$ cat src/line_pixel_generator_core_assert.svh
// Assertion macros for the line pixel generator step module.
// Every macro samples on clk_i and is disabled while rst_ni is low.
`ifndef LINE_PIXEL_GENERATOR_CORE_ASSERT_SVH
`define LINE_PIXEL_GENERATOR_CORE_ASSERT_SVH

// Consequent must hold in the same cycle as the antecedent.
`define LPG_ASSERT_SAME(label, ante, cons, msg) \
  label: assert property (@(posedge clk_i) disable iff (!rst_ni) (ante) |-> (cons)) \
    else $error(msg);

// Consequent must hold in the cycle after the antecedent.
`define LPG_ASSERT_NEXT(label, ante, cons, msg) \
  label: assert property (@(posedge clk_i) disable iff (!rst_ni) (ante) |=> (cons)) \
    else $error(msg);

`endif

$ cat src/lpg_pkg.sv
package lpg_pkg;

  localparam int unsigned ColorBits = 16;
  // Extra decision bits over the coordinate width: sign plus doubled deltas.
  localparam int unsigned DecExtraBits = 3;

  localparam logic KindAdvance = 1'b0;
  localparam logic KindStart   = 1'b1;

  // Control flags held with a registered input word.
  typedef struct packed {
    logic valid;
    logic kind;
    logic x_major;
    logic x_negative;
    logic y_negative;
  } lpg_ctrl_t;

endpackage

$ cat src/lpg_in_if.sv
interface lpg_in_if
  import lpg_pkg::*;
#(
  parameter int unsigned COORD_BITS = 10
);
  logic                  valid;
  logic                  ready;
  logic                  kind;
  logic [COORD_BITS-1:0] start_x;
  logic [COORD_BITS-1:0] start_y;
  logic [COORD_BITS-1:0] end_x;
  logic [COORD_BITS-1:0] end_y;
  logic [ColorBits-1:0]  line_color;

  modport source (
    output valid, kind, start_x, start_y, end_x, end_y, line_color,
    input  ready
  );

  modport sink (
    input  valid, kind, start_x, start_y, end_x, end_y, line_color,
    output ready
  );
endinterface

$ cat src/lpg_out_if.sv
interface lpg_out_if
  import lpg_pkg::*;
#(
  parameter int unsigned COORD_BITS = 10
);
  logic                  valid;
  logic                  ready;
  logic [COORD_BITS-1:0] pixel_x;
  logic [COORD_BITS-1:0] pixel_y;
  logic [ColorBits-1:0]  pixel_color;
  logic                  last;

  modport source (
    output valid, pixel_x, pixel_y, pixel_color, last,
    input  ready
  );

  modport sink (
    input  valid, pixel_x, pixel_y, pixel_color, last,
    output ready
  );
endinterface

$ cat src/lpg_setup.sv
module lpg_setup
  import lpg_pkg::*;
#(
  parameter int unsigned COORD_BITS = 10
) (
  input  logic                                 clk_i,
  input  logic                                 rst_ni,
  lpg_in_if.sink                               line_i,
  input  logic                                 take_i,
  output lpg_ctrl_t                            ctrl_o,
  output logic [COORD_BITS-1:0]                start_x_o,
  output logic [COORD_BITS-1:0]                start_y_o,
  output logic [COORD_BITS-1:0]                major_o,
  output logic [COORD_BITS-1:0]                minor_o,
  output logic signed [COORD_BITS+DecExtraBits-1:0] decision_o,
  output logic [ColorBits-1:0]                 color_o
);

  localparam int unsigned DecBits = COORD_BITS + DecExtraBits;

  logic                  valid_q;
  logic                  x_neg, y_neg, x_maj;
  logic [COORD_BITS-1:0] adx, ady, major, minor;
  logic signed [DecBits-1:0] dec_init;
  lpg_ctrl_t             ctrl_q;
  logic [COORD_BITS-1:0] sx_q, sy_q, major_q, minor_q;
  logic signed [DecBits-1:0] dec_q;
  logic [ColorBits-1:0]  color_q;

  // Deltas, directions and the first decision term of a new line.
  always_comb begin
    x_neg    = line_i.end_x < line_i.start_x;
    y_neg    = line_i.end_y < line_i.start_y;
    adx      = x_neg ? (line_i.start_x - line_i.end_x) : (line_i.end_x - line_i.start_x);
    ady      = y_neg ? (line_i.start_y - line_i.end_y) : (line_i.end_y - line_i.start_y);
    x_maj    = adx > ady;
    major    = x_maj ? adx : ady;
    minor    = x_maj ? ady : adx;
    dec_init = $signed({2'b00, minor, 1'b0}) - $signed({3'b000, major});
  end

  // Accept when empty or when the step stage drains this word.
  assign line_i.ready = !valid_q || take_i;

  always_ff @(posedge clk_i or negedge rst_ni) begin
    if (!rst_ni) begin
      valid_q <= 1'b0;
    end else if (line_i.ready) begin
      valid_q <= line_i.valid;
    end
  end

  always_ff @(posedge clk_i) begin
    if (line_i.valid && line_i.ready) begin
      ctrl_q.valid      <= 1'b1;
      ctrl_q.kind       <= line_i.kind;
      ctrl_q.x_major    <= x_maj;
      ctrl_q.x_negative <= x_neg;
      ctrl_q.y_negative <= y_neg;
      sx_q              <= line_i.start_x;
      sy_q              <= line_i.start_y;
      major_q           <= major;
      minor_q           <= minor;
      dec_q             <= dec_init;
      color_q           <= line_i.line_color;
    end
  end

  always_comb begin
    ctrl_o.valid      = valid_q;
    ctrl_o.kind       = ctrl_q.kind;
    ctrl_o.x_major    = ctrl_q.x_major;
    ctrl_o.x_negative = ctrl_q.x_negative;
    ctrl_o.y_negative = ctrl_q.y_negative;
  end

  assign start_x_o  = sx_q;
  assign start_y_o  = sy_q;
  assign major_o    = major_q;
  assign minor_o    = minor_q;
  assign decision_o = dec_q;
  assign color_o    = color_q;

endmodule

$ cat src/lpg_step.sv
`include "line_pixel_generator_core_assert.svh"

module lpg_step
  import lpg_pkg::*;
#(
  parameter int unsigned COORD_BITS = 10
) (
  input  logic                                 clk_i,
  input  logic                                 rst_ni,
  input  lpg_ctrl_t                            ctrl_i,
  input  logic [COORD_BITS-1:0]                start_x_i,
  input  logic [COORD_BITS-1:0]                start_y_i,
  input  logic [COORD_BITS-1:0]                major_i,
  input  logic [COORD_BITS-1:0]                minor_i,
  input  logic signed [COORD_BITS+DecExtraBits-1:0] decision_i,
  input  logic [ColorBits-1:0]                 color_i,
  output logic                                 take_o,
  lpg_out_if.source                            pixel_o
);

  localparam int unsigned DecBits = COORD_BITS + DecExtraBits;
  localparam logic [COORD_BITS-1:0] CoordOne = COORD_BITS'(1);

  // Line state.
  logic                      active_q, active_d;
  logic [COORD_BITS-1:0]     cur_x_q, cur_x_d, cur_y_q, cur_y_d;
  logic signed [DecBits-1:0] dec_q, dec_d;
  logic [COORD_BITS-1:0]     rem_q, rem_d;
  logic [COORD_BITS-1:0]     maj_q, min_q;
  logic                      xm_q, xn_q, yn_q;
  logic [ColorBits-1:0]      color_q;

  // Output register.
  logic                      out_valid_q, out_valid_d;
  logic [COORD_BITS-1:0]     px_q, py_q;
  logic [ColorBits-1:0]      pc_q;
  logic                      last_q;

  // Working values for the word being stepped.
  logic [COORD_BITS-1:0]     b_x, b_y, b_rem, b_maj, b_min;
  logic signed [DecBits-1:0] b_dec, tmaj, tmin;
  logic                      b_xm, b_xn, b_yn;
  logic [ColorBits-1:0]      b_color;
  logic                      rem_zero, dec_ge, step_x, step_y;
  logic                      out_free, load;

  assign out_free = !out_valid_q || pixel_o.ready;
  assign take_o   = ctrl_i.valid && out_free;
  // Advance while idle is taken and dropped.
  assign load     = take_o && (ctrl_i.kind == KindStart || active_q);

  always_comb begin
    if (ctrl_i.kind == KindStart) begin
      b_x     = start_x_i;
      b_y     = start_y_i;
      b_dec   = decision_i;
      b_rem   = major_i;
      b_maj   = major_i;
      b_min   = minor_i;
      b_xm    = ctrl_i.x_major;
      b_xn    = ctrl_i.x_negative;
      b_yn    = ctrl_i.y_negative;
      b_color = color_i;
    end else begin
      b_x     = cur_x_q;
      b_y     = cur_y_q;
      b_dec   = dec_q;
      b_rem   = rem_q;
      b_maj   = maj_q;
      b_min   = min_q;
      b_xm    = xm_q;
      b_xn    = xn_q;
      b_yn    = yn_q;
      b_color = color_q;
    end

    rem_zero = b_rem == '0;
    dec_ge   = !b_dec[DecBits-1];
    tmaj     = $signed({2'b00, b_maj, 1'b0});
    tmin     = $signed({2'b00, b_min, 1'b0});

    // Major axis always steps; minor axis steps when the error is non-negative.
    step_x   = b_xm ? 1'b1 : dec_ge;
    step_y   = b_xm ? dec_ge : 1'b1;

    active_d = !rem_zero;
    cur_x_d  = b_x;
    cur_y_d  = b_y;
    dec_d    = b_dec;
    rem_d    = b_rem;
    if (!rem_zero) begin
      if (step_x) begin
        cur_x_d = b_xn ? (b_x - CoordOne) : (b_x + CoordOne);
      end
      if (step_y) begin
        cur_y_d = b_yn ? (b_y - CoordOne) : (b_y + CoordOne);
      end
      dec_d = b_dec - (dec_ge ? tmaj : '0) + tmin;
      rem_d = b_rem - CoordOne;
    end

    if (load) begin
      out_valid_d = 1'b1;
    end else if (pixel_o.ready) begin
      out_valid_d = 1'b0;
    end else begin
      out_valid_d = out_valid_q;
    end
  end

  always_ff @(posedge clk_i or negedge rst_ni) begin
    if (!rst_ni) begin
      active_q    <= 1'b0;
      out_valid_q <= 1'b0;
    end else begin
      out_valid_q <= out_valid_d;
      if (load) begin
        active_q <= active_d;
      end
    end
  end

  always_ff @(posedge clk_i) begin
    if (load) begin
      cur_x_q <= cur_x_d;
      cur_y_q <= cur_y_d;
      dec_q   <= dec_d;
      rem_q   <= rem_d;
      maj_q   <= b_maj;
      min_q   <= b_min;
      xm_q    <= b_xm;
      xn_q    <= b_xn;
      yn_q    <= b_yn;
      color_q <= b_color;
      px_q    <= b_x;
      py_q    <= b_y;
      pc_q    <= b_color;
      last_q  <= rem_zero;
    end
  end

  assign pixel_o.valid       = out_valid_q;
  assign pixel_o.pixel_x     = px_q;
  assign pixel_o.pixel_y     = py_q;
  assign pixel_o.pixel_color = pc_q;
  assign pixel_o.last        = last_q;

  `LPG_ASSERT_NEXT(a_idle_advance_silent,
    take_o && ctrl_i.kind == KindAdvance && !active_q, !out_valid_q,
    "advance while idle produced a pixel")
  `LPG_ASSERT_NEXT(a_last_ends_line, load && rem_zero, !active_q && last_q,
    "final pixel did not end the line")
  `LPG_ASSERT_SAME(a_major_dominates, active_q, maj_q >= min_q,
    "minor delta exceeds major delta")

endmodule

$ cat src/line_pixel_generator_core.sv
// Bresenham line pixel generator.
// Channel line_i takes words of two kinds. A start word carries two endpoints
// and an RGB565 color; it loads the line and yields its first pixel. An advance
// word yields the next pixel of the active line; with no line active it is
// consumed and yields nothing. A start while a line is active drops that line.
// Channel pixel_o returns one word per pixel: x, y, color and last, which
// marks the final pixel. A line of major length L gives L + 1 pixels.
// A word taken on line_i passes the input register, then the output register,
// before its pixel shows on pixel_o. Throughput: one word per cycle while
// pixel_o does not stall, set by the single step stage, whose work is one
// add-subtract and compare. Reset clears the valid flags and ends any line; the
// first word after reset is usually a start. When the pixel receiver stalls, the
// output register holds its word, the input register fills, and line_i.ready
// drops until the stall clears; nothing is lost or repeated.
module line_pixel_generator_core
  import lpg_pkg::*;
#(
  parameter int unsigned COORD_BITS = 10
) (
  input  logic       clk_i,
  input  logic       rst_ni,
  lpg_in_if.sink     line_i,
  lpg_out_if.source  pixel_o
);

  localparam int unsigned DecBits = COORD_BITS + DecExtraBits;

  lpg_ctrl_t                 ctrl;
  logic                      take;
  logic [COORD_BITS-1:0]     start_x, start_y, major, minor;
  logic signed [DecBits-1:0] decision;
  logic [ColorBits-1:0]      color;

  // Input register: hold the word with its precomputed line setup.
  lpg_setup #(
    .COORD_BITS (COORD_BITS)
  ) u_setup (
    .clk_i      (clk_i),
    .rst_ni     (rst_ni),
    .line_i     (line_i),
    .take_i     (take),
    .ctrl_o     (ctrl),
    .start_x_o  (start_x),
    .start_y_o  (start_y),
    .major_o    (major),
    .minor_o    (minor),
    .decision_o (decision),
    .color_o    (color)
  );

  // Step stage: advance the line state and load the output register.
  lpg_step #(
    .COORD_BITS (COORD_BITS)
  ) u_step (
    .clk_i      (clk_i),
    .rst_ni     (rst_ni),
    .ctrl_i     (ctrl),
    .start_x_i  (start_x),
    .start_y_i  (start_y),
    .major_i    (major),
    .minor_i    (minor),
    .decision_i (decision),
    .color_i    (color),
    .take_o     (take),
    .pixel_o    (pixel_o)
  );

endmodule
$ cat src/flat_wrapper.sv
// flat-port wrapper written by rule: the top's interface ports become plain ports
module line_pixel_generator_core_flat import lpg_pkg::*;
#(
  parameter int unsigned COORD_BITS = 10
)
  (clk_i, rst_ni, line_i_valid, line_i_kind, line_i_start_x, line_i_start_y, line_i_end_x, line_i_end_y, line_i_line_color, line_i_ready, pixel_o_valid, pixel_o_pixel_x, pixel_o_pixel_y, pixel_o_pixel_color, pixel_o_last, pixel_o_ready);
  lpg_in_if #(.COORD_BITS(COORD_BITS)) line_i_i ();
  lpg_out_if #(.COORD_BITS(COORD_BITS)) pixel_o_i ();
  input  logic clk_i;
  input  logic rst_ni;
  input wire logic [$bits(line_i_i.valid)-1:0] line_i_valid;
  input wire logic [$bits(line_i_i.kind)-1:0] line_i_kind;
  input wire logic [$bits(line_i_i.start_x)-1:0] line_i_start_x;
  input wire logic [$bits(line_i_i.start_y)-1:0] line_i_start_y;
  input wire logic [$bits(line_i_i.end_x)-1:0] line_i_end_x;
  input wire logic [$bits(line_i_i.end_y)-1:0] line_i_end_y;
  input wire logic [$bits(line_i_i.line_color)-1:0] line_i_line_color;
  output wire logic [$bits(line_i_i.ready)-1:0] line_i_ready;
  output wire logic [$bits(pixel_o_i.valid)-1:0] pixel_o_valid;
  output wire logic [$bits(pixel_o_i.pixel_x)-1:0] pixel_o_pixel_x;
  output wire logic [$bits(pixel_o_i.pixel_y)-1:0] pixel_o_pixel_y;
  output wire logic [$bits(pixel_o_i.pixel_color)-1:0] pixel_o_pixel_color;
  output wire logic [$bits(pixel_o_i.last)-1:0] pixel_o_last;
  input wire logic [$bits(pixel_o_i.ready)-1:0] pixel_o_ready;
  assign line_i_i.valid = line_i_valid;
  assign line_i_i.kind = line_i_kind;
  assign line_i_i.start_x = line_i_start_x;
  assign line_i_i.start_y = line_i_start_y;
  assign line_i_i.end_x = line_i_end_x;
  assign line_i_i.end_y = line_i_end_y;
  assign line_i_i.line_color = line_i_line_color;
  assign line_i_ready = line_i_i.ready;
  assign pixel_o_valid = pixel_o_i.valid;
  assign pixel_o_pixel_x = pixel_o_i.pixel_x;
  assign pixel_o_pixel_y = pixel_o_i.pixel_y;
  assign pixel_o_pixel_color = pixel_o_i.pixel_color;
  assign pixel_o_last = pixel_o_i.last;
  assign pixel_o_i.ready = pixel_o_ready;
  line_pixel_generator_core #(.COORD_BITS(COORD_BITS)) u_core (.clk_i(clk_i), .rst_ni(rst_ni), .line_i(line_i_i), .pixel_o(pixel_o_i));
endmodule
$ cat config.mk
export PLATFORM = sky130hd
export DESIGN_NAME = line_pixel_generator_core_flat
export DESIGN_NICKNAME = d
export VERILOG_FILES = /design/src/lpg_pkg.sv /design/src/lpg_in_if.sv /design/src/lpg_out_if.sv /design/src/lpg_setup.sv /design/src/lpg_step.sv /design/src/line_pixel_generator_core.sv /design/src/flat_wrapper.sv
export VERILOG_INCLUDE_DIRS = /design/src /design/src/src
export SDC_FILE = /design/constraint.sdc
export NUM_CORES = 1
export LEC_CHECK = 0
export ABC_AREA = 0
export BUFFER_PORTS_ARGS = -buffer_cell sky130_fd_sc_hd__buf_2
export CORE_MARGIN = 4
export CORE_UTILIZATION = 50
export CTS_CLUSTER_DIAMETER = 150
export DETAILED_ROUTE_END_ITERATION = 10
export PLACE_DENSITY = 0.72
export SETUP_SLACK_MARGIN = 0.4
export SLEW_MARGIN = 20
export SYNTH_ARGS = -nofsm -noshare
export SYNTH_HDL_FRONTEND = slang
export SYNTH_SLANG_ARGS = --single-unit
$ cat constraint.sdc
create_clock -name clk_i -period 6.8 [get_ports clk_i]
set_input_delay 0.68 -clock clk_i [delete_from_list [all_inputs] [get_ports clk_i]]
set_output_delay 0.68 -clock clk_i [all_outputs]
set_load 0.05 [all_outputs]
* Word level (Yosys, flattened, before mapping)
Cells that the tools add are included.
** Storage, ports and cells
- Register bits :: 179
- Input bits :: 61
- Output and inout port bits :: 39
- Word-level logic and storage cells :: 81
** Operators by class
- Add/subtract/negate cells :: 12
- Order comparisons :: 3
- Mux-type cells :: 27
- Reduce and logical (&&, ||, !) cells :: 13
** Operators by type and width (number)
- 2-to-1 mux 10 bit :: 16
- subtractor 10 bit :: 4
- subtractor 10 x 1 -> 10 bit (second input constant) :: 3
- 2-to-1 mux 13 bit :: 2
- adder 10 x 1 -> 10 bit (second input constant) :: 2
- < comparator 10 bit :: 2
- 2-to-1 mux 16 bit :: 1
- adder 13 x 11 -> 13 bit :: 1
- subtractor 13 x 11 -> 13 bit :: 1
- subtractor 11 x 10 -> 12 bit :: 1
- 2-to-1 mux 11 bit :: 1
- greater-than comparator 10 bit :: 1
- zero test 10 bit :: 1
- 2-to-1 mux 1 bit :: 7
- zero test 1 bit :: 4
- logical AND 1 bit :: 3
- logical OR 1 bit :: 3
- AND reduction 2 bit :: 1
- nonzero test 2 bit :: 1

* Depth between registers and ports, before layout
- Word-level depth :: 5
- Mapped depth :: 33
- Gate-level depth less buffers :: 31

* Modules after synthesis
Synthesis repeated with hierarchy kept, for this count alone.
** Unflattened totals
- Cells, all modules :: 964
- Area, all modules :: 11124.4 sq um
** By module, submodules not included
- lpg_step :: times used 1, cells an instance 507, area each 6153.4 sq um, sequential area each 3113.0 sq um
- lpg_setup :: times used 1, cells an instance 457, area each 4971.0 sq um, sequential area each 2157.1 sq um

* Least setup slack after synthesis
Ideal clock, no wire load.
- Path kind :: input -> register
- Start point :: input port line_i_end_y[0]
- End point :: register u_core.u_setup.dec_q[10] (netlist: u_core.u_setup.decision_o[10]) (data pin)
- Arrival :: 6598 ps
- Setup slack :: -65 ps
- Cell stages on the path :: 31
- Cells stage by stage :: inv_1 -> ha_1 -> inv_1 -> fa_1 -> a21o_1 -> a221o_1 -> a221oi_4 -> buf_2 -> mux2i_1 -> o21ai_0 -> a221oi_1 -> xnor2_1 -> inv_1 -> ha_1 -> nand4_1 -> a211oi_1 -> a2111oi_0 -> or2_2 -> clkbuf_1 -> clkbuf_1 -> nor2_1 -> a21oi_1 -> xnor2_1 -> ha_1 -> o21ai_0 -> o2111ai_1 -> o211ai_1 -> o211ai_1 -> a31oi_1 -> o21ai_0 -> xnor2_1
** On the way
- Longest elaborated chain between the ends :: 5
** RTL lines
- from (decl) :: line flat_wrapper.sv:16 : input wire logic [$bits(line_i_i.end_y)-1:0] line_i_end_y;
- < comparator 10 bit * :: line lpg_setup.sv:33 : y_neg = line_i.end_y < line_i.start_y;
- named net u_core.u_setup.y_neg :: line lpg_setup.sv:22 : logic x_neg, y_neg, x_maj;
- 2-to-1 mux 10 bit * :: line lpg_setup.sv:35 : ady = y_neg ? (line_i.start_y - line_i.end_y) : (line_i.end_y - line_i.start_y);
- greater-than comparator 10 bit :: line lpg_setup.sv:36 : x_maj = adx > ady;
- 2-to-1 mux 10 bit * :: line lpg_setup.sv:38 : minor = x_maj ? ady : adx;
- named net u_core.u_setup.minor[0] :: line lpg_setup.sv:23 : logic [COORD_BITS-1:0] adx, ady, major, minor;
- subtractor 11 x 10 -> 12 bit * :: line lpg_setup.sv:39 : dec_init = $signed({2'b00, minor, 1'b0}) - $signed({3'b000, major});
- named net u_core.u_setup.dec_init[10] :: line lpg_setup.sv:24 : logic signed [DecBits-1:0] dec_init;
- to (signal assigned) :: line lpg_setup.sv:64 : dec_q <= dec_init;
- to (decl) :: line lpg_setup.sv:27 : logic signed [DecBits-1:0] dec_q;
The timed path passes the listed nets; every way through them passes the cells marked *.
A chain may end at the register's enable or synchronous reset.

* Worst setup path in the final report
- Start point :: input port line_i_end_x[0]
- End point :: register u_core.u_setup.dec_q[7] (netlist: u_core.u_setup.decision_o[7]) (data pin)
** On the way
- Longest elaborated chain between the ends :: 5
** RTL lines
- from (decl) :: line flat_wrapper.sv:15 : input wire logic [$bits(line_i_i.end_x)-1:0] line_i_end_x;
- subtractor 10 bit / < comparator 10 bit (equally long branches) :: line lpg_setup.sv:34, lpg_setup.sv:32
- 2-to-1 mux 10 bit * :: line lpg_setup.sv:34 : adx = x_neg ? (line_i.start_x - line_i.end_x) : (line_i.end_x - line_i.start_x);
- greater-than comparator 10 bit :: line lpg_setup.sv:36
- 2-to-1 mux 10 bit (on tied branches) :: line lpg_setup.sv:38, lpg_setup.sv:37
- subtractor 11 x 10 -> 12 bit * :: line lpg_setup.sv:39
- named net u_core.u_setup.dec_init[7] :: line lpg_setup.sv:24
Marks and branches as above.

==> impl_metrics.env <==
export IMPL_overflow=0
export IMPL_vias_per_cell=5.51
export IMPL_wl_per_cell_um=17.3
export IMPL_core_um2=21300
export IMPL_whs_ns=0.0215
export IMPL_holdCritPathClass="in -> async"
export IMPL_power_total_mw=5.72
export IMPL_antenna_found_initial=0
export IMPL_hpwl_um=17100
export IMPL_multi_input_area_um2=5330
export IMPL_grt_setup_unrepaired="true"
export IMPL_syn_cell_area_um2=10900
export IMPL_crit_slowest_cell="maj3_2"
export IMPL_synth_edf_count=173
export IMPL_grt_pass1_wl_um=38400
export IMPL_slew_viol_final=0
export IMPL_period_share_pct=91.5
export IMPL_relSlewSlack_pct=33.4
export IMPL_synth_most_common_cell="edfxtp_1"
export IMPL_p_leak_nw=5.43
export IMPL_final_setup_worst_slack_ns=0.579
export IMPL_routed_wl_um=24200
export IMPL_post_place_ws_ns=-0.00738
export IMPL_rows=53
export IMPL_final_nets=1267
export IMPL_drt_iter0_markers=563
export IMPL_path_clk_slew_ns=0.07
export IMPL_yosys_warnings=0
export IMPL_cp_arrival_ns=6.46
export IMPL_dieHeight_um=156
export IMPL_synth_net_count=1136
export IMPL_num_vias=7698
export IMPL_startpoint_type="input port"
export IMPL_gr_usage_met2_pct=32.3
export IMPL_peakVddDrop_mv=0.237
export IMPL_yosysSeqAreaShare_pct=48.2
export IMPL_yosysTopAreaCell="edfxtp_1"
export IMPL_fin_area_um2=12900
export IMPL_ant_nets=0
export IMPL_syn_inst=979
export IMPL_fillers=1706
export IMPL_antenna_cells=0
export IMPL_grt_usage_pct=19.7
export IMPL_end_kind="flip-flop"
export IMPL_syn_to_final_growth_pct=17.6
export IMPL_worst_slew_pin_transition_ns=1.00
export IMPL_root_buffer="clkbuf_16"
export IMPL_min_period_ns=6.22
export IMPL_finalSetupViolations=0
export IMPL_start_util_pct=51.3
export IMPL_route_detailed_drc=0
export IMPL_synth_area_top_cells="edfxtp_1, ha_1, mux2i_1, inv_1, fa_1"
export IMPL_layout_drive_gt1_share_pct=22.5
export IMPL_cts_sinks=176
export IMPL_dieArea_um2=24300
export IMPL_crit_required_ns=7.04
export IMPL_ys_types=69
export IMPL_dieWidth_um=156
export IMPL_timing_max_cap_violations=0
export IMPL_worstSetupPathType="in -> reg"
export IMPL_busiest_layer="met2"
export IMPL_cts_buffers=17
export IMPL_synth_flop_cell="edfxtp_1"
export IMPL_outcome="finished, final reports clean"
export IMPL_port_buffers=99
export IMPL_clk_latency_ns=0.44
export IMPL_hold_violations=0
export IMPL_place_area_um2=11900
export IMPL_ys_ff_latch=176
export IMPL_async_reset_ff_share_pct=1.70
export IMPL_gp_congestion=0.898
export IMPL_avgSynthCellArea_um2=11.2
export IMPL_power_density_nw_per_um2=445
export IMPL_rr_startpoint="u_core.u_setup.ctrl_o[3]$_DFFE_PP_"
export IMPL_cts_tree="yes"
export IMPL_grt_use_met3_pct=3.97
export IMPL_io_pins=100
export IMPL_grt_max_degree=72
export IMPL_skew_ns=0.0111
export IMPL_layout_area_seq_um2=5270
export IMPL_htreeDepth=4
export IMPL_clk_path_buf_depth=2
export IMPL_crit_fanout=8
export IMPL_drt_first_pass_iters=6
export IMPL_slowest_delay_ns=0.40
export IMPL_grt_pass1_vias=7518
export IMPL_max_freq_mhz=161
export IMPL_synth_top_area_share_pct=47.5
export IMPL_synth_commonest_cells="edfxtp_1, inv_1, ha_1"
export IMPL_use_met1_pct=26.9
export IMPL_cp_startpoint="line_i_end_x[0]"
-- path summary, 6_finish.rpt --
kind	endpoint	slack (ns)	cells past startpoint
max in group asynchronous	u_core.u_setup.valid_q$_DFFE_PN0N_	6.68	1
max reg2reg	u_core.u_step.dec_q[12]$_DFFE_PP_	1.78	18
min	u_core.u_step.pixel_o.valid$_DFFE_PN0P_	0.02	1
max	u_core.u_setup.decision_o[7]$_DFFE_PP_	0.58	28
min reg2reg	u_core.u_step.pixel_o.pixel_color[5]$_DFFE_PP_	0.42	0
min in group clk_i	u_core.u_setup.color_o[7]$_DFFE_PP_	0.42	1
-- metal layers --
| layer | vias to the layer above | share of wire, % | wire length (µm) |
|---|---|---|---|
| met1 | 3692 | 46 | 11100 |
| met4 | 0 | 1.4 | 336 |
| met2 | 218 | 48 | 11600 |
| li1 | 3762 | - | - |
| met3 | 26 | 5.1 | 1250 |
| met5 | - | 0 | 0 |
-- report_power, final --
| group | switching, mW | internal (mW) |
|---|---|---|
| sequential | 0.0764 | 1.64 |
| clock | 0.446 | 0.587 |
| combinational | 1.72 | 1.25 |
-- state kept, by name, indices dropped and copies added, names as in the netlist, 11 cells and up --
| name | flops |
|---|---|
| u_core.u_setup.color_o | 16 |
| u_core.u_step.pixel_o.pixel_color | 16 |
| u_core.u_step.dec_q | 12 |
| u_core.u_setup.decision_o | 11 |
-- worst max-delay path, delay by kind of cell --
family,cells,cell delay [ns]
adder cells (fa/ha/maj),4,1.25
XOR/XNOR,1,0.17
AND/OR/NAND/NOR,8,1.33
AO/OA/AOI/OAI,9,2.34
buffers and inverters,6,0.67
-- placed cells by master (no fill, tap or decap), types with 4 or more instances in the layout --
master	synthesis	final
nand3_1	10	10
nand2b_1	10	10
mux2i_1	47	45
o21a_1	7	7
o21bai_1	9	9
a21boi_0	6	6
nor3_1	15	14
o21ai_1	3	8
and2_1	10	9
nand2_1	50	50
nor2_1	54	50
clkinv_1	2	4
ha_1	79	75
a21o_1	25	25
edfxtp_1	173	173
inv_6	0	4
fa_1	17	15
buf_4	0	42
nor2b_1	25	25
buf_2	3	97
mux2_2	28	28
inv_1	116	112
a21oi_2	0	4
xor2_1	21	19
o21ai_0	52	46
xnor2_1	36	35
clkbuf_16	0	17
a21oi_1	67	63
o211ai_1	5	5
-- kinds of logic after synthesis --
kind of cell | share of synthesized area [%]
buffers and inverters | 5.15
flip-flops | 48.2
multiplexers | 7.60
AO/OA/AOI/OAI | 12.9
AND/OR/NAND/NOR | 9.25
adder cells (fa/ha/maj) | 12.3
XOR/XNOR | 4.57
-- metrics by stage --
step | utilization [%] | std cells | setup TNS [ns]
5_1_grt | 60.4 | 1398 | 0
6_report | 60.4 | 1398 | 0
3_3_place_gp | 55.7 | 1345 | 0
3_5_place_dp | 55.7 | 1345 | -0.00738
2_1_floorplan | - | 979 | 0
4_1_cts | 58.9 | 1381 | 0
-- what timing repair did --
item	4_1_cts	5_1_grt
hold buffers	0	0
buffers inserted	4	16
gates resized for setup	6	45
pin swaps	7	39
endpoints found under the setup margin	2	6
-- final cells by class --
class / instances / share of cell area (%)
Inverter: 119 / 3.54
Clock buffer: 18 / 3.34
Timing Repair Buffer: 142 / 6.62
Clock inverter: 14 / 1.38
Tap cell: 275 / 2.68
Multi-Input combinational cell: 654 / 41.5
Sequential cell: 176 / 41.0
Power figures use the tool's default switching activity.
